$ cat src/sv/ldmc_pkg.sv
package ldmc_pkg;

    // Level and register widths
    localparam int LEVEL_BITS = 12;
    localparam int REG_W      = 12;
    localparam int REQ_W      = 16;
    localparam int APB_AW     = 5;
    localparam logic [REQ_W-1:0] LEVEL_MAX = REQ_W'((32'd1 << LEVEL_BITS) - 32'd1);

    // Event codes
    localparam logic [3:0] OP_TICK    = 4'd0;
    localparam logic [3:0] OP_SET     = 4'd1;
    localparam logic [3:0] OP_ENABLE  = 4'd2;
    localparam logic [3:0] OP_DISABLE = 4'd3;
    localparam logic [3:0] OP_PSAVE   = 4'd4;
    localparam logic [3:0] OP_SHUT    = 4'd5;
    localparam logic [3:0] OP_AUTO    = 4'd6;
    localparam logic [3:0] OP_LIGHT   = 4'd7;
    localparam logic [3:0] OP_IRRIG   = 4'd8;

    // Mode codes
    localparam logic [1:0] MODE_DISABLED = 2'd0;
    localparam logic [1:0] MODE_ENABLED  = 2'd1;
    localparam logic [1:0] MODE_SHUTDOWN = 2'd2;

    // Bus action codes
    localparam logic [1:0] BUS_NONE    = 2'd0;
    localparam logic [1:0] BUS_REQUEST = 2'd1;
    localparam logic [1:0] BUS_RELEASE = 2'd2;

    // Status codes
    localparam logic [1:0] ST_OK      = 2'd0;
    localparam logic [1:0] ST_INVALID = 2'd1;
    localparam logic [1:0] ST_PWRFAIL = 2'd2;

    // Register indexes
    localparam logic [2:0] REG_PSAVE_LIMIT = 3'd0;
    localparam logic [2:0] REG_MAX_LEVEL   = 3'd1;
    localparam logic [2:0] REG_MIN_LEVEL   = 3'd2;
    localparam logic [2:0] REG_RAMP_STEP   = 3'd3;
    localparam logic [2:0] REG_DARK_ON     = 3'd4;
    localparam logic [2:0] REG_BRIGHT_OFF  = 3'd5;

    // Register reset values
    localparam logic [REG_W-1:0] RST_PSAVE_LIMIT = 12'd512;
    localparam logic [REG_W-1:0] RST_MAX_LEVEL   = 12'd4095;
    localparam logic [REG_W-1:0] RST_MIN_LEVEL   = 12'd205;
    localparam logic [REG_W-1:0] RST_RAMP_STEP   = 12'd41;
    localparam logic [REG_W-1:0] RST_DARK_ON     = 12'd400;
    localparam logic [REG_W-1:0] RST_BRIGHT_OFF  = 12'd300;

    typedef struct packed {
        logic [REG_W-1:0] psave_limit;
        logic [REG_W-1:0] max_level;
        logic [REG_W-1:0] min_level;
        logic [REG_W-1:0] ramp_step;
        logic [REG_W-1:0] dark_on_mv;
        logic [REG_W-1:0] bright_off_mv;
    } t_cfg;

    typedef struct packed {
        logic [1:0]       mode;
        logic [REG_W-1:0] duty;
        logic [REG_W-1:0] goal;
        logic [REQ_W-1:0] user_pref;
        logic [REQ_W-1:0] auto_pref;
        logic             driver_on;
        logic             auto_active;
        logic             save_active;
        logic             irrig_active;
        logic [REG_W-1:0] last_light;
        logic [1:0]       saved_mode;
        logic [REQ_W-1:0] saved_pref;
        logic             saved_save;
    } t_state;

    typedef struct packed {
        logic [3:0]       op;
        logic [REQ_W-1:0] level_request;
        logic             flag;
        logic [REG_W-1:0] light_mv;
        logic             power_granted;
    } t_event;

    typedef struct packed {
        logic [REG_W-1:0] duty;
        logic [REG_W-1:0] goal_level;
        logic [1:0]       mode;
        logic             lights_on;
        logic [1:0]       bus_action;
        logic [1:0]       status;
    } t_result;

endpackage

$ cat src/sv/ldmc_in_if.sv
interface ldmc_in_if;
    import ldmc_pkg::*;

    logic             valid;
    logic             ready;
    logic [3:0]       op;
    logic [REQ_W-1:0] level_request;
    logic             flag;
    logic [REG_W-1:0] light_mv;
    logic             power_granted;

    modport source (output valid, op, level_request, flag, light_mv, power_granted,
                    input ready);
    modport sink   (input valid, op, level_request, flag, light_mv, power_granted,
                    output ready);
endinterface

$ cat src/sv/ldmc_out_if.sv
interface ldmc_out_if;
    import ldmc_pkg::*;

    logic             valid;
    logic             ready;
    logic [REG_W-1:0] duty;
    logic [REG_W-1:0] goal_level;
    logic [1:0]       mode;
    logic             lights_on;
    logic [1:0]       bus_action;
    logic [1:0]       status;

    modport source (output valid, duty, goal_level, mode, lights_on, bus_action, status,
                    input ready);
    modport sink   (input valid, duty, goal_level, mode, lights_on, bus_action, status,
                    output ready);
endinterface

$ cat src/sv/ldmc_event_logic.sv
module ldmc_event_logic (
    input  ldmc_pkg::t_state  i_state,
    input  ldmc_pkg::t_cfg    i_cfg,
    input  ldmc_pkg::t_event  i_evt,
    output ldmc_pkg::t_state  o_state,
    output ldmc_pkg::t_result o_result
);
    import ldmc_pkg::*;

    // Working set: state plus this beat's side-band codes
    typedef struct packed {
        t_state     s;
        logic [1:0] bus;
        logic [1:0] status;
    } t_work;

    function automatic logic [REQ_W-1:0] sat_level(input logic [REQ_W-1:0] x);
        sat_level = (x > LEVEL_MAX) ? LEVEL_MAX : x;
    endfunction

    // Clamp order: mode, power-save limit, max, then up to min if nonzero
    function automatic logic [REG_W-1:0] clamp_level(input logic [REQ_W-1:0] x,
                                                     input t_state s, input t_cfg c);
        logic [REQ_W-1:0] v;
        v = x;
        if (s.mode != MODE_ENABLED) begin
            v = '0;
        end else begin
            if (s.save_active && v > REQ_W'(c.psave_limit)) v = REQ_W'(c.psave_limit);
            if (v > REQ_W'(c.max_level)) v = REQ_W'(c.max_level);
            if (v != '0 && v < REQ_W'(c.min_level)) v = REQ_W'(c.min_level);
        end
        clamp_level = REG_W'(sat_level(v));
    endfunction

    function automatic logic [REG_W-1:0] effective_goal(input t_state s, input t_cfg c);
        logic [REG_W-1:0] t;
        t = clamp_level(s.user_pref, s, c);
        if (s.irrig_active && t != '0) t = REG_W'(sat_level(REQ_W'(c.min_level)));
        effective_goal = t;
    endfunction

    function automatic t_work lights_on(input t_work w, input logic granted, input t_cfg c);
        t_work r;
        r = w;
        r.bus = BUS_REQUEST;
        if (!granted) begin
            r.status = ST_PWRFAIL;
        end else begin
            r.s.driver_on = 1'b1;
            if (!r.s.irrig_active) r.s.goal = effective_goal(r.s, c);
        end
        lights_on = r;
    endfunction

    function automatic t_work lights_off(input t_work w);
        t_work r;
        r = w;
        r.s.driver_on = 1'b0;
        r.s.goal      = '0;
        r.bus         = BUS_RELEASE;
        lights_off = r;
    endfunction

    t_work            w;
    logic [REG_W-1:0] diff;
    logic             want;

    // Ramp distance between duty and goal, and the light-reading on/off decision
    always_comb begin
        diff = (i_state.duty < i_state.goal) ? (i_state.goal - i_state.duty)
                                             : (i_state.duty - i_state.goal);
        want = i_state.driver_on ? (i_evt.light_mv >= i_cfg.bright_off_mv)
                                 : (i_evt.light_mv > i_cfg.dark_on_mv);
    end

    // Event decode and state update
    always_comb begin
        w.s      = i_state;
        w.bus    = BUS_NONE;
        w.status = ST_OK;
        unique case (i_evt.op)
            OP_TICK: begin
                if (i_state.duty != i_state.goal) begin
                    if (diff < i_cfg.ramp_step)            w.s.duty = i_state.goal;
                    else if (i_state.duty < i_state.goal)  w.s.duty = i_state.duty + i_cfg.ramp_step;
                    else                                   w.s.duty = i_state.duty - i_cfg.ramp_step;
                end
            end
            OP_SET: begin
                w.s.user_pref = i_evt.level_request;
                if (i_state.auto_active && i_evt.level_request != '0)
                    w.s.auto_pref = i_evt.level_request;
                if (!i_state.irrig_active) w.s.goal = effective_goal(w.s, i_cfg);
            end
            OP_ENABLE: begin
                if (i_state.mode != MODE_ENABLED) begin
                    w.s.mode = MODE_ENABLED;
                    if (!i_state.auto_active || i_state.last_light > i_cfg.dark_on_mv)
                        w = lights_on(w, i_evt.power_granted, i_cfg);
                end
            end
            OP_DISABLE: begin
                w = lights_off(w);
                w.s.mode = MODE_DISABLED;
            end
            OP_PSAVE: begin
                if (i_evt.flag != i_state.save_active) begin
                    w.s.save_active = i_evt.flag;
                    if (i_evt.flag) begin
                        if (i_state.user_pref > REQ_W'(i_cfg.psave_limit))
                            w.s.user_pref = REQ_W'(i_cfg.psave_limit);
                    end else if (i_state.user_pref > REQ_W'(i_cfg.max_level)) begin
                        w.s.user_pref = REQ_W'(i_cfg.max_level);
                    end
                    if (!i_state.irrig_active && i_state.mode == MODE_ENABLED)
                        w.s.goal = effective_goal(w.s, i_cfg);
                end
            end
            OP_SHUT: begin
                if (i_evt.flag) begin
                    w.s.saved_mode = i_state.mode;
                    w.s.saved_pref = i_state.user_pref;
                    w.s.saved_save = i_state.save_active;
                    w.s.mode       = MODE_SHUTDOWN;
                    w = lights_off(w);
                end else begin
                    w.s.mode        = i_state.saved_mode;
                    w.s.user_pref   = i_state.saved_pref;
                    w.s.save_active = i_state.saved_save;
                    if (i_state.saved_mode == MODE_ENABLED)
                        w = lights_on(w, i_evt.power_granted, i_cfg);
                end
            end
            OP_AUTO: begin
                if (i_evt.flag) begin
                    w.s.auto_active = 1'b1;
                    if (i_state.mode == MODE_ENABLED) begin
                        if (i_state.last_light > i_cfg.dark_on_mv) begin
                            if (!i_state.driver_on) w = lights_on(w, i_evt.power_granted, i_cfg);
                        end else if (i_state.driver_on) begin
                            w = lights_off(w);
                        end
                    end
                end else begin
                    w.s.auto_active = 1'b0;
                    if (i_state.mode == MODE_ENABLED && !i_state.driver_on)
                        w.s.mode = MODE_DISABLED;
                end
            end
            OP_LIGHT: begin
                if (!i_state.auto_active) begin
                    w.status = ST_INVALID;
                end else begin
                    w.s.last_light = i_evt.light_mv;
                    if (i_state.mode == MODE_ENABLED) begin
                        if (want && !i_state.driver_on)
                            w = lights_on(w, i_evt.power_granted, i_cfg);
                        else if (!want && i_state.driver_on)
                            w = lights_off(w);
                    end
                end
            end
            OP_IRRIG: begin
                if (i_evt.flag && !i_state.irrig_active) begin
                    w.s.irrig_active = 1'b1;
                    w.s.goal = REG_W'(sat_level(REQ_W'(i_cfg.min_level)));
                end else if (!i_evt.flag && i_state.irrig_active) begin
                    w.s.irrig_active = 1'b0;
                    if (i_state.auto_active && i_state.mode == MODE_ENABLED) begin
                        if (i_state.last_light > i_cfg.dark_on_mv) begin
                            if (!i_state.driver_on)
                                w = lights_on(w, i_evt.power_granted, i_cfg);
                            else
                                w.s.goal = clamp_level(i_state.auto_pref, w.s, i_cfg);
                        end else if (i_state.driver_on) begin
                            w = lights_off(w);
                        end
                    end else begin
                        w.s.goal = effective_goal(w.s, i_cfg);
                    end
                end
            end
            default: begin
                // unused op codes leave everything as is
            end
        endcase
    end

    assign o_state             = w.s;
    assign o_result.duty       = w.s.duty;
    assign o_result.goal_level = w.s.goal;
    assign o_result.mode       = w.s.mode;
    assign o_result.lights_on  = w.s.driver_on;
    assign o_result.bus_action = w.bus;
    assign o_result.status     = w.status;

endmodule

$ cat src/sv/led_dimmer_mode_controller_top.sv
// Channel   Dir  Handshake      Beat contents
// i_in      in   valid/ready    op, level_request, flag, light_mv, power_granted
// o_out     out  valid/ready    duty, goal_level, mode, lights_on, bus_action, status
// APB       in   psel/penable   six 12-bit registers at byte offsets 0x00..0x14
//
// Each event is decoded and the state updated at the accepting edge, and the
// result lands in the output register at that same edge.
// A new event is taken every cycle unless the output register holds an untaken beat.
// i_rst_n is synchronous, active low; it restores state and registers to reset values.
// A stall on o_out holds the result and backpressures i_in; no beat is lost.
module led_dimmer_mode_controller_top (
    input  logic                       i_clk,
    input  logic                       i_rst_n,
    ldmc_in_if.sink                    i_in,
    ldmc_out_if.source                 o_out,
    input  logic                       psel,
    input  logic                       penable,
    input  logic                       pwrite,
    input  logic [ldmc_pkg::APB_AW-1:0] paddr,
    input  logic [31:0]                pwdata,
    output logic [31:0]                prdata,
    output logic                       pready
);
    import ldmc_pkg::*;

    t_cfg       r_cfg;
    t_state     r_state;
    t_state     n_state;
    t_result    r_res;
    t_result    n_res;
    t_event     evt;
    logic       r_out_valid;
    logic       in_fire;
    logic       cfg_wr;
    logic [2:0] reg_idx;

    assign pready  = 1'b1;
    assign reg_idx = paddr[APB_AW-1:2];
    assign cfg_wr  = psel && penable && pwrite && pready;

    // Configuration registers
    always_ff @(posedge i_clk) begin
        if (!i_rst_n) begin
            r_cfg.psave_limit   <= RST_PSAVE_LIMIT;
            r_cfg.max_level     <= RST_MAX_LEVEL;
            r_cfg.min_level     <= RST_MIN_LEVEL;
            r_cfg.ramp_step     <= RST_RAMP_STEP;
            r_cfg.dark_on_mv    <= RST_DARK_ON;
            r_cfg.bright_off_mv <= RST_BRIGHT_OFF;
        end else if (cfg_wr) begin
            unique case (reg_idx)
                REG_PSAVE_LIMIT: r_cfg.psave_limit   <= pwdata[REG_W-1:0];
                REG_MAX_LEVEL:   r_cfg.max_level     <= pwdata[REG_W-1:0];
                REG_MIN_LEVEL:   r_cfg.min_level     <= pwdata[REG_W-1:0];
                REG_RAMP_STEP:   r_cfg.ramp_step     <= pwdata[REG_W-1:0];
                REG_DARK_ON:     r_cfg.dark_on_mv    <= pwdata[REG_W-1:0];
                REG_BRIGHT_OFF:  r_cfg.bright_off_mv <= pwdata[REG_W-1:0];
                default: begin
                end
            endcase
        end
    end

    // Register readback
    always_comb begin
        prdata = '0;
        unique case (reg_idx)
            REG_PSAVE_LIMIT: prdata = 32'(r_cfg.psave_limit);
            REG_MAX_LEVEL:   prdata = 32'(r_cfg.max_level);
            REG_MIN_LEVEL:   prdata = 32'(r_cfg.min_level);
            REG_RAMP_STEP:   prdata = 32'(r_cfg.ramp_step);
            REG_DARK_ON:     prdata = 32'(r_cfg.dark_on_mv);
            REG_BRIGHT_OFF:  prdata = 32'(r_cfg.bright_off_mv);
            default:         prdata = '0;
        endcase
    end

    // Input beat
    assign i_in.ready = !r_out_valid || o_out.ready;
    assign in_fire    = i_in.valid && i_in.ready;

    assign evt.op            = i_in.op;
    assign evt.level_request = i_in.level_request;
    assign evt.flag          = i_in.flag;
    assign evt.light_mv      = i_in.light_mv;
    assign evt.power_granted = i_in.power_granted;

    ldmc_event_logic u_logic (
        .i_state  (r_state),
        .i_cfg    (r_cfg),
        .i_evt    (evt),
        .o_state  (n_state),
        .o_result (n_res)
    );

    // Controller state
    always_ff @(posedge i_clk) begin
        if (!i_rst_n) begin
            r_state.mode         <= MODE_DISABLED;
            r_state.duty         <= '0;
            r_state.goal         <= '0;
            r_state.user_pref    <= '0;
            r_state.auto_pref    <= REQ_W'(RST_PSAVE_LIMIT);
            r_state.driver_on    <= 1'b0;
            r_state.auto_active  <= 1'b0;
            r_state.save_active  <= 1'b0;
            r_state.irrig_active <= 1'b0;
            r_state.last_light   <= '0;
            r_state.saved_mode   <= MODE_DISABLED;
            r_state.saved_pref   <= '0;
            r_state.saved_save   <= 1'b0;
        end else if (in_fire) begin
            r_state <= n_state;
        end
    end

    // Output register
    always_ff @(posedge i_clk) begin
        if (!i_rst_n) begin
            r_out_valid <= 1'b0;
        end else if (in_fire) begin
            r_out_valid <= 1'b1;
        end else if (o_out.ready) begin
            r_out_valid <= 1'b0;
        end
    end

    always_ff @(posedge i_clk) begin
        if (in_fire) r_res <= n_res;
    end

    assign o_out.valid      = r_out_valid;
    assign o_out.duty       = r_res.duty;
    assign o_out.goal_level = r_res.goal_level;
    assign o_out.mode       = r_res.mode;
    assign o_out.lights_on  = r_res.lights_on;
    assign o_out.bus_action = r_res.bus_action;
    assign o_out.status     = r_res.status;

endmodule

$ cat src/flat_wrapper.sv
// flat-port wrapper written by rule: the top's interface ports become plain ports
module led_dimmer_mode_controller_top_flat import ldmc_pkg::*;
  (i_clk, i_rst_n, psel, penable, pwrite, paddr, pwdata, prdata, pready, i_in_valid, i_in_op, i_in_level_request, i_in_flag, i_in_light_mv, i_in_power_granted, i_in_ready, o_out_valid, o_out_duty, o_out_goal_level, o_out_mode, o_out_lights_on, o_out_bus_action, o_out_status, o_out_ready);
  ldmc_in_if i_in_i ();
  ldmc_out_if o_out_i ();
  input  logic i_clk;
  input  logic i_rst_n;
  input  logic psel;
  input  logic penable;
  input  logic pwrite;
  input  logic [ldmc_pkg::APB_AW-1:0] paddr;
  input  logic [31:0] pwdata;
  output logic [31:0] prdata;
  output logic pready;
  input wire logic [$bits(i_in_i.valid)-1:0] i_in_valid;
  input wire logic [$bits(i_in_i.op)-1:0] i_in_op;
  input wire logic [$bits(i_in_i.level_request)-1:0] i_in_level_request;
  input wire logic [$bits(i_in_i.flag)-1:0] i_in_flag;
  input wire logic [$bits(i_in_i.light_mv)-1:0] i_in_light_mv;
  input wire logic [$bits(i_in_i.power_granted)-1:0] i_in_power_granted;
  output wire logic [$bits(i_in_i.ready)-1:0] i_in_ready;
  output wire logic [$bits(o_out_i.valid)-1:0] o_out_valid;
  output wire logic [$bits(o_out_i.duty)-1:0] o_out_duty;
  output wire logic [$bits(o_out_i.goal_level)-1:0] o_out_goal_level;
  output wire logic [$bits(o_out_i.mode)-1:0] o_out_mode;
  output wire logic [$bits(o_out_i.lights_on)-1:0] o_out_lights_on;
  output wire logic [$bits(o_out_i.bus_action)-1:0] o_out_bus_action;
  output wire logic [$bits(o_out_i.status)-1:0] o_out_status;
  input wire logic [$bits(o_out_i.ready)-1:0] o_out_ready;
  assign i_in_i.valid = i_in_valid;
  assign i_in_i.op = i_in_op;
  assign i_in_i.level_request = i_in_level_request;
  assign i_in_i.flag = i_in_flag;
  assign i_in_i.light_mv = i_in_light_mv;
  assign i_in_i.power_granted = i_in_power_granted;
  assign i_in_ready = i_in_i.ready;
  assign o_out_valid = o_out_i.valid;
  assign o_out_duty = o_out_i.duty;
  assign o_out_goal_level = o_out_i.goal_level;
  assign o_out_mode = o_out_i.mode;
  assign o_out_lights_on = o_out_i.lights_on;
  assign o_out_bus_action = o_out_i.bus_action;
  assign o_out_status = o_out_i.status;
  assign o_out_i.ready = o_out_ready;
  led_dimmer_mode_controller_top u_core (.i_clk(i_clk), .i_rst_n(i_rst_n), .i_in(i_in_i), .o_out(o_out_i), .psel(psel), .penable(penable), .pwrite(pwrite), .paddr(paddr), .pwdata(pwdata), .prdata(prdata), .pready(pready));
endmodule
$ cat config.mk
export PLATFORM = sky130hd
export DESIGN_NAME = led_dimmer_mode_controller_top_flat
export DESIGN_NICKNAME = d
export VERILOG_FILES = /design/src/sv/ldmc_pkg.sv /design/src/sv/ldmc_in_if.sv /design/src/sv/ldmc_out_if.sv /design/src/sv/ldmc_event_logic.sv /design/src/sv/led_dimmer_mode_controller_top.sv /design/src/flat_wrapper.sv
export SDC_FILE = /design/constraint.sdc
export NUM_CORES = 1
export LEC_CHECK = 0
export ABC_AREA = 1
export BUFFER_PORTS_ARGS = -buffer_cell sky130_fd_sc_hd__clkbuf_2
export CAP_MARGIN = 10
export CELL_PAD_IN_SITES_DETAIL_PLACEMENT = 1
export CELL_PAD_IN_SITES_GLOBAL_PLACEMENT = 2
export CORE_ASPECT_RATIO = 1.5
export CORE_MARGIN = 3
export CORE_UTILIZATION = 35
export CTS_BUF_LIST = sky130_fd_sc_hd__clkbuf_4
export CTS_CLUSTER_SIZE = 10
export DETAILED_ROUTE_END_ITERATION = 8
export PLACE_DENSITY_LB_ADDON = 0.1
export SYNTH_ARGS = -nofsm -noshare
export SYNTH_HDL_FRONTEND = slang
export SYNTH_SLANG_ARGS = --single-unit
$ cat constraint.sdc
create_clock -name i_clk -period 7.33 [get_ports i_clk]
set_input_delay 0.3665 -clock i_clk [delete_from_list [all_inputs] [get_ports i_clk]]
set_output_delay 0.3665 -clock i_clk [all_outputs]
set_load 0.01 [all_outputs]
# Word level (Yosys, flattened, before mapping)
# Index checks and enable logic that the tools add are counted.
dict set report classes {
  add_sub_neg 4
  bitwise 6
  n_lt_le_gt_ge 38
  n_mux 258
  n_reduce_logical 75
  eq_ne 21
}
# cell n
set ops {}
lappend ops {{two-way mux 16 bit} 183}
lappend ops {{two-way mux 83 bit} 12}
lappend ops {{two-way mux 12 bit} 33}
lappend ops {{> comparator 16 x 12 -> 1 bit} 15}
lappend ops {{one-hot mux 28 bit (8 select lines)} 1}
lappend ops {{one-hot mux 36 bit (6 select lines)} 1}
lappend ops {{two-way mux 97 bit} 2}
lappend ops {{nonzero test 16 bit} 10}
lappend ops {{> comparator 16 x 12 -> 1 bit (second input constant)} 9}
lappend ops {{< comparator 16 x 12 -> 1 bit} 9}
lappend ops {{one-hot mux 12 bit (6 select lines)} 2}
lappend ops {{one-hot mux 16 bit (6 select lines)} 1}
lappend ops {{two-way mux 81 bit} 1}
lappend ops {{nonzero test 12 bit} 6}
lappend ops {{two-way mux 71 bit} 1}
lappend ops {{two-way mux 35 bit} 2}
lappend ops {{two-way mux 45 bit} 1}
lappend ops {{AND reduction 8 bit} 5}
lappend ops {{two-way mux 39 bit} 1}
lappend ops {{two-way mux 37 bit} 1}
lappend ops {{subtractor 12 bit} 3}
lappend ops {{logical AND 1 bit} 31}
lappend ops {{two-way mux 28 bit} 1}
lappend ops {{> comparator 12 bit} 2}
lappend ops {{other kinds (29)} 69}
dict set report word_totals {
  regBits 197
  word_cells 428
  in_bits 78
  output_inout_bits 66
}

# Logic depth before layout (Yosys ltp)
# Gate-level depths: netlist (run 1).
dict set report depth {
  depth_word 44
  ltp_mapped 62
  depth_no_buf 58
}

# Modules after synthesis
# From an unflattened synthesis (run 1), not the netlist that was laid out.
dict set report hier_totals {
  hier_cells 3736
  area_unflattened_um2 22873.2
}
# mod cells_per_inst seq_area_each_um2 area_per_inst_um2 n_inst
set modules_own_cells {}
lappend modules_own_cells {ldmc_event_logic 2729 0.0 14954.3 1}
lappend modules_own_cells {led_dimmer_mode_controller_top 1007 4254.1 7918.8 1}

# Worst setup path after synthesis (run 1)
# Ideal clock, no wire load.
dict set report synth_timing {
  path_kind {register to register}
  startpoint {register u_core.r_cfg[49] in the netlist's numbering}
  endpoint {register u_core.r_res (netlist bit u_core.o_out.goal_level[8]), data pin}
  n_path_buf 4
  stages_incl_launch_ff 57
  setup_ps 252
  arrival_ps 6245
  synth_period_minus_slack_ps 6497
  required_ps 7078
  slack_ps 833
  path_cell_list {dfxtp_1 clkinv_1 ha_1 inv_1 o21bai_1 nand2_1 nand2_1 nand2_1 nand2_1 nand2_1 nand2_1 nand2_2 buf_4 o211ai_1 nand2_1 ha_1 nand2_1 nor2_1 [... 21 more ...] o21ai_2 inv_1 ha_1 a21oi_1 nor2_1 a211oi_1 nand2_1 nand2_2 nand2_4 buf_6 inv_2 nand2_1 nand3_1 o21ai_0 nand2_1 nand4_1 nand2_1 inv_1}
}
# item line_no
set synth_rtl {}
lappend synth_rtl {{start: declaration} led_dimmer_mode_controller_top.sv:26} ;# t_cfg r_cfg;
lappend synth_rtl {{end signal: assignment} led_dimmer_mode_controller_top.sv:129} ;# if (in_fire) r_res <= n_res;
lappend synth_rtl {{end: declaration} led_dimmer_mode_controller_top.sv:29} ;# t_result r_res;

==> reports/results.md, run 1 <==
### Outcome
* result of the run: complete, no violations

### Setup path
* Crit. End Element: register
* Worst Path Arrival: 7570 ps
* kind of critical path: register to register
* delay of the slowest cell on the worst path: 390 ps
* worst reg-to-reg path cell count: 53
* maximum fanout along the worst path: 8
* WP data required: 7900 ps
* cell occurring most often along the worst timing path: sky130_fd_sc_hd__nand2_1
* kind of launch point of the worst setup path: register
* CP max stage cell: sky130_fd_sc_hd__dfxtp_2

### Power
* Overall Power: 3.016 mW
* VDD IR max: 0.1161 mV
* cell leakage power: 11.62 nW
* total power divided by cell area: 126.6 nW/um^2

### Route
* number of vias per cell: 5.618
* wirelength, routed: 104.1 mm
* length of routed met3 wiring: 4.080 mm
* uppermost metal layer occupied by signal nets: met4
* WL met1: 39.93 mm
* Pre-antenna DRT Iters: 7
* remaining antenna violation count after routing: 0
* routed wire length on met2: 51.01 mm
* number of DRC violations after detailed-routing iteration 0: 1,460
* per-cell routed wire length: 24.39 um
* total via count in the routed design: 23,980
* detailed-route DRC error count: 0

### Cells and area
* share of final-layout standard cells stronger than drive strength 1: 11.93%
* area growth from synthesis to final layout: 15.38%
* nets@finish: 3,834

### STA
* Tightest Pin Transition: 1161 ps
* final hold violation count: 0
* count of final setup violators: 0
* final clock skew: 54.78 ps
* Slew Limit Fails: 0
* setup slack after layout: 332.7 ps
* upper clock frequency limit: 0.1429 GHz
* tightest slew margin relative to the limit: 22.32%
* shortest clock period the worst path allows after layout: 6997 ps
* share of the clock period used by the worst path after layout: 95.46%

### Floorplanning
* core region area: 58,110 sq um
* die height: 303.5 um
* # rows: 108
* starting density of the core: 35.54%
* total die area: 62,020 sq um
* number of primary I/O pins: 144
* horizontal die dimension: 204.3 um

### Yosys
* Synth Flop Type: sky130_fd_sc_hd__dfxtp_1
* most used standard cells in the synthesized netlist: sky130_fd_sc_hd__nand2_1 (874), sky130_fd_sc_hd__inv_1 (360), sky130_fd_sc_hd__a21oi_1 (347)
* post-synth cell types: 56
* fraction of post-synthesis cell area in the top cell type by area: 16.48%
* count of flip-flops with a built-in enable after synthesis: 31
* sequential fraction of the synthesis area: 20.60%
* cell type with the largest total area after synthesis: sky130_fd_sc_hd__ha_1
* Yosys reg bits: 197
* share of flip-flops with an asynchronous set or reset: 0%
* largest cells by area after synthesis: sky130_fd_sc_hd__ha_1 (16%), sky130_fd_sc_hd__dfxtp_1 (16%), sky130_fd_sc_hd__nand2_1 (16%)
* YS warnings: 0
* average footprint of a synthesized cell: 6.278 sq um
* most frequent cell after synthesis: sky130_fd_sc_hd__nand2_1
* Post-Synthesis Cell Area: 20,650 sq um
* number of instances in the synthesized netlist: 3,290

### Place
* gpl congestion: 0.9654
* worst setup slack after placement: 88.74 ps
* detailed-placement wirelength estimate: 82.87 mm
* quantity of I/O buffers inserted on ports: 100

### Clock network
* clk sinks: 197
* CTS tree: built
* clock-pin slew on the worst setup and hold paths: 220 ps
* maximum clock insertion buffer count: 2
* Root Driver: sky130_fd_sc_hd__clkbuf_4
* TritonCTS buffer count: 17
* depth of the CTS H-tree: 4
* insertion delay to the later sink of the worst-skew pair: 820 ps

### GRT
* via count of the first global-routing pass: 24,480
* largest net degree at the start of global routing: 96
* antenna violations before repair: 2
* global router's overall resource usage: 32.88%
* global-route wire length before repair: 152.8 mm
* sum of overflow across all layers after global routing: 0

### Run
* Maximum Capacitance Violations: 0

### Hold path
* cell depth of the worst min-delay path: 3
* Hold Crit Class: input pin to register

-- critical path, delay by kind of cell, from the launching register on --
family / cells / cell delay [ps]
DFF: 1 / 390
adders and majority gates: 4 / 840
AOI/OAI and AO/OA: 8 / 1090
buffers and inverters: 11 / 1250
and+or+nand+nor: 30 / 3160
-- state kept, by name (all words and copies together), names as in the netlist --
name / flops
u_core.o_out.valid: 1
u_core.o_out.lights_on: 1
u_core.r_cfg: 72
u_core.r_state: 93
u_core.o_out.goal_level: 12
u_core.o_out.duty: 12
u_core.o_out.bus_action: 2
u_core.o_out.status: 2
u_core.o_out.mode: 2
-- final cells by class --
class                   instances  area, sq um
diodes                          5        12.51
clock buffers                  19        142.6
clock inverters                13        137.6
fillers                      7770        34280
inverters                     400         1520
multi-input cells            2568        14590
flip-flops and latches        197         4303
well taps                     770        963.4
repair buffers                295         2142
repair inverters                2        15.01
-- where the power goes --
group          switching, mW  leakage [nW]  internal, mW
Clock                  0.471         0.156         0.188
Sequential            0.0261          1.66          1.14
Combinational          0.805          9.80         0.388
Total                   1.30          11.6          1.71
-- layer usage --
metal	up-vias	global-route usage [%]
li1	11400	-
met1	11600	36.43
met2	688	57.84
met3	299	4.077
met4	0	23.76
met5	-	0
-- kinds of logic after synthesis --
family                     synth area share, %
buffers and inverters                    10.75
other                                  0.03636
adders and majority gates                16.77
xor gates and xnor gates                 1.060
AOI/OAI and AO/OA                        22.66
muxes                                  0.09693
and+or+nand+nor                          28.03
DFF                                      20.60
-- cell usage in the layout (no fill, tap or decap), types with 7 or more instances in the layout --
cell and n:
sky130_fd_sc_hd__nor3_1 32, sky130_fd_sc_hd__clkinv_1 25, sky130_fd_sc_hd__nand2_1 863, sky130_fd_sc_hd__dfxtp_2 18
sky130_fd_sc_hd__o21ai_1 60, sky130_fd_sc_hd__ha_4 10, sky130_fd_sc_hd__dfxtp_4 7, sky130_fd_sc_hd__buf_4 146
sky130_fd_sc_hd__a21oi_2 8, sky130_fd_sc_hd__ha_1 262, sky130_fd_sc_hd__nand2_2 18, sky130_fd_sc_hd__o21ai_0 276
sky130_fd_sc_hd__a31oi_1 12, sky130_fd_sc_hd__o211ai_1 52, sky130_fd_sc_hd__a221oi_1 12, sky130_fd_sc_hd__inv_1 356
sky130_fd_sc_hd__edfxtp_1 31, sky130_fd_sc_hd__o221ai_1 11, sky130_fd_sc_hd__nand2_4 9, sky130_fd_sc_hd__conb_1 21
sky130_fd_sc_hd__dlygate4sd3_1 44, sky130_fd_sc_hd__o22ai_1 15, sky130_fd_sc_hd__o21a_1 12, sky130_fd_sc_hd__nor2_1 225
sky130_fd_sc_hd__clkbuf_4 19, sky130_fd_sc_hd__clkbuf_2 99, sky130_fd_sc_hd__nand3_1 153, sky130_fd_sc_hd__nor2_2 10
sky130_fd_sc_hd__inv_2 16, sky130_fd_sc_hd__a21oi_1 340, sky130_fd_sc_hd__dfxtp_1 141, sky130_fd_sc_hd__a211oi_1 17
sky130_fd_sc_hd__nand4_1 50, sky130_fd_sc_hd__and2_1 7, sky130_fd_sc_hd__o21ai_2 10, sky130_fd_sc_hd__xor2_1 20
-- stage by stage --
| stage | utilization [%] | hold slack, ps | cells | instance area (sq um) | TNS (ps) |
|---|---|---|---|---|---|
| 4_1_cts | 39.80 | 24.50 | 4230 | 23120 | 0 |
| 3_5_place_dp | 38.56 | 454.0 | 4154 | 22400 | 0 |
| 3_3_place_gp | 38.56 | 449.6 | 4154 | 22400 | 0 |
| 6_report | 41.01 | 102.0 | 4269 | 23830 | 0 |
| 5_1_grt | 41.01 | 56.32 | 4269 | 23830 | -1297 |
| 2_1_floorplan | - | 440.9 | 3309 | 20720 | 0 |
-- final timing paths --
| check | start | end | slack (ps) |
|---|---|---|---|
| hold / removal | i_in_flag | u_core.r_state[33] | 100 |
| setup reg to reg | u_core.r_cfg[58] | u_core.o_out.goal_level[6] | 330 |
| setup / recovery | u_core.r_cfg[58] | u_core.o_out.goal_level[6] | 330 |
| hold reg to reg | u_core.r_state[1] | u_core.r_state[1] | 480 |
-- what timing repair did --
| item | CTS | global route |
|---|---|---|
| endpoints found under the hold margin | 83 | 0 |
| resized for setup | 0 | 108 |
| hold buffers | 44 | 0 |
| endpoints found under the setup margin | 0 | 24 |
| setup buffers | 0 | 28 |
(Power assumes the default switching activity.)
==> run 2, diff against run 1 <==
--- a/config.mk
+++ b/config.mk
@@ -5,16 +5,14 @@
 export SDC_FILE = /design/constraint.sdc
 export NUM_CORES = 1
 export LEC_CHECK = 0
-export ABC_AREA = 1
 export BUFFER_PORTS_ARGS = -buffer_cell sky130_fd_sc_hd__clkbuf_2
 export CAP_MARGIN = 10
 export CELL_PAD_IN_SITES_DETAIL_PLACEMENT = 1
 export CELL_PAD_IN_SITES_GLOBAL_PLACEMENT = 2
 export CORE_ASPECT_RATIO = 1.5
 export CORE_MARGIN = 3
-export CORE_UTILIZATION = 35
+export CORE_UTILIZATION = 38
 export CTS_BUF_LIST = sky130_fd_sc_hd__clkbuf_4
-export CTS_CLUSTER_SIZE = 10
 export DETAILED_ROUTE_END_ITERATION = 8
 export PLACE_DENSITY_LB_ADDON = 0.1
 export SYNTH_ARGS = -nofsm -noshare
==> run 2 against run 1 <==
Compared with the run above: the run now ends with setup timing left; hold slack worse by 22 ps; clock skew shrank 16 ps; synthesized cell count down 19%; sequential cell count stayed put; critical path depth fell by 14; fmax decreased by 12%; wire length grew 11%; global-route usage up 6.1 points; area after synthesis rose by 0.62%; critical endpoint is now u_core.o_out.goal_level[9].
==> reports/results.md, run 2 <==
### Floorplanning
* # rows: 104
* die height: 292.4 um
* number of primary I/O pins: 144
* core region area: 53,870 sq um
* starting density of the core: 38.58%
* total die area: 57,590 sq um
* horizontal die dimension: 196.9 um

### GRT
* antenna violations before repair: 3
* sum of overflow across all layers after global routing: 0
* largest net degree at the start of global routing: 110
* global router's overall resource usage: 39.02%
* global-route wire length before repair: 166.6 mm
* via count of the first global-routing pass: 25,320

### Setup path
* cell occurring most often along the worst timing path: sky130_fd_sc_hd__buf_6
* Reg2Reg Launch Point: u_core.r_cfg[53]
* worst reg-to-reg path cell count: 39
* delay of the slowest cell on the worst path: 500 ps
* CP max stage cell: sky130_fd_sc_hd__or4_4
* kind of launch point of the worst setup path: register
* WP data required: 7820 ps
* maximum fanout along the worst path: 7
* kind of critical path: register to register
* worst setup path endpoint: u_core.o_out.goal_level[9]
* Crit. End Element: register
* endpoint of the worst register-to-register path: u_core.o_out.goal_level[9]
* Worst Path Arrival: 8470 ps
* FF-to-FF setup slack: -650 ps
* startpoint of the most critical setup path: u_core.r_cfg[53]

### STA
* tightest slew margin relative to the limit: 16.31%
* Tightest Pin Transition: 1255 ps
* count of final setup violators: 24
* shortest clock period the worst path allows after layout: 7975 ps
* final clock skew: 38.41 ps
* setup repair after global routing missed its margin: yes
* setup slack after layout: -645.3 ps
* final hold violation count: 0
* share of the clock period used by the worst path after layout: 108.8%
* Slew Limit Fails: 0
* upper clock frequency limit: 0.1254 GHz

### Yosys
* fraction of post-synthesis cell area in the top cell type by area: 16.38%
* most frequent cell after synthesis: sky130_fd_sc_hd__nand2_1
* share of flip-flops with an asynchronous set or reset: 0%
* number of instances in the synthesized netlist: 2,678
* count of flip-flops with a built-in enable after synthesis: 31
* Post-Synthesis Cell Area: 20,780 sq um
* YS warnings: 0
* Yosys reg bits: 197
* sequential fraction of the synthesis area: 20.47%
* most used standard cells in the synthesized netlist: sky130_fd_sc_hd__nand2_1 (400), sky130_fd_sc_hd__ha_1 (272), sky130_fd_sc_hd__a21oi_1 (170)
* Synth Flop Type: sky130_fd_sc_hd__dfxtp_1
* average footprint of a synthesized cell: 7.760 sq um
* largest cells by area after synthesis: sky130_fd_sc_hd__ha_1 (16%), sky130_fd_sc_hd__dfxtp_1 (16%), sky130_fd_sc_hd__nand2_1 (7.2%)
* post-synth cell types: 101
* cell type with the largest total area after synthesis: sky130_fd_sc_hd__ha_1

### Run
* Maximum Capacitance Violations: 0

### Cells and area
* share of final-layout standard cells stronger than drive strength 1: 25.29%
* register bank with the most flops: u_core.r_state
* final core utilization: 48.87%
* flip-flop count of the largest register, all copies and words added: 93
* registers with the most flip-flops: u_core.r_state x93, u_core.r_cfg x72
* most frequent cells in the layout: sky130_fd_sc_hd__nand2_1 (391), sky130_fd_sc_hd__buf_4 (386), sky130_fd_sc_hd__ha_1 (256)
* most frequent standard cell in the layout excluding fill and tap cells: sky130_fd_sc_hd__nand2_1
* area growth from synthesis to final layout: 26.70%
* nets@finish: 3,436

### Clock network
* depth of the CTS H-tree: 4
* clock-pin slew on the worst setup and hold paths: 200 ps
* insertion delay to the later sink of the worst-skew pair: 750 ps
* TritonCTS buffer count: 17
* Root Driver: sky130_fd_sc_hd__clkbuf_4
* clk sinks: 197
* CTS tree: built
* maximum clock insertion buffer count: 2

### Hold path
* Hold Crit Class: input pin to register

### Outcome
* result of the run: finished with violations
* failing checks: setup timing

### Route
* total via count in the routed design: 24,140
* per-cell routed wire length: 30.50 um
* remaining antenna violation count after routing: 0
* number of vias per cell: 6.372
* Pre-antenna DRT Iters: 7
* wirelength, routed: 115.5 mm
* number of DRC violations after detailed-routing iteration 0: 1,451
* detailed-route DRC error count: 0

### Place
* quantity of I/O buffers inserted on ports: 100
* detailed-placement wirelength estimate: 92.08 mm
* worst setup slack after placement: -816.0 ps
* gpl congestion: 1.047

### Power
* cell leakage power: 11.57 nW
* Overall Power: 3.610 mW
* VDD IR max: 0.1129 mV
* total power divided by cell area: 137.1 nW/um^2

-- run 2: changes by cell type in the layout (fill, tap and decap cells not counted), sizes merged, moves of 40 or more --
| cell | delta |
|---|---|
| nand2 | -491 |
| buf | +255 |
| inv | -237 |
| o21ai | -198 |
| a21oi | -179 |
| nor2 | -107 |
| nand3 | -102 |
| a21boi | +91 |
| mux2i | +65 |
| a21o | +53 |
| mux2 | +50 |
| nor2b | +40 |
-- run 2: worst max-delay path: cells and delay by family, from the launching register on --
family                     cells  cell delay (ps)
AOI/OAI and AO/OA             17             3780
adders and majority gates      4              980
buffers and inverters          7              780
DFF                            1              400
muxes                          1              310
and+or+nand+nor               10             1450
-- run 2: worst min path at each step --
stage | startpoint | endpoint | slack (ps) | cells past startpoint
floorplan | u_core.r_state[19] | u_core.r_state[19] | 440 | 2
global placement | u_core.r_cfg[21] | u_core.r_cfg[21] | 450 | 2
detailed placement | u_core.r_cfg[15] | u_core.r_cfg[15] | 470 | 2
CTS | pwdata[3] | u_core.r_cfg[27] | 10 | 3
global route | pwdata[3] | u_core.r_cfg[15] | 70 | 3
finish | pwdata[5] | u_core.r_cfg[41] | 80 | 3
-- run 2: cell type report --
cell class,count,area (sq um)
multi-input cells,2189,16340
inverters,144,559.3
flip-flops and latches,197,4282
diodes,3,7.507
repair buffers,534,3979
well taps,689,862.1
clock buffers,18,135.1
clock inverters,14,166.4
fillers,6529,27540
-- run 2: logic make-up after synthesis --
| family | Yosys count | synth area share, % |
|---|---|---|
| xor+xnor | 33 | 1.391 |
| compound gates | 875 | 29.46 |
| mux | 119 | 6.153 |
| flops | 197 | 20.47 |
| buf+inv | 312 | 6.129 |
| fa+ha+maj | 275 | 16.67 |
| simple gates | 865 | 19.69 |
| other cells | 2 | 0.03614 |
-- run 2: through the flow --
stage	hold slack [ps]	TNS, ps	instances	cell area [sq um]
2_1_floorplan	441.0	-6575	2697	21180
3_3_place_gp	454.8	-11140	3685	24660
3_5_place_dp	466.5	-15300	3685	24660
4_1_cts	11.88	-10290	3768	25710
5_1_grt	67.69	-19470	3787	26330
6_report	79.80	-11500	3788	26330
-- run 2: what timing repair did --
item,CTS,global route
pin swaps,47,49
buffers inserted,20,17
setup endpoints to repair,24,24
hold buffers,28,0
gates cloned,3,1
resized for setup,72,89
endpoints found under the hold margin,52,0
-- run 2: where the power goes --
group | internal [mW] | leakage [nW] | switching, mW
logic | 0.767 | 9.75 | 0.982
registers | 1.13 | 1.66 | 0.0356
clock network | 0.190 | 0.163 | 0.504
-- run 2: metal layers --
| layer | part of all wire, % | track usage (%) | up-vias |
|---|---|---|---|
| li1 | - | - | 10770 |
| met1 | 34 | 39.15 | 11740 |
| met2 | 48 | 67.89 | 1084 |
| met3 | 5.4 | 5.926 | 539 |
| met4 | 12 | 37.79 | 0 |
| met5 | 0 | 0 | - |
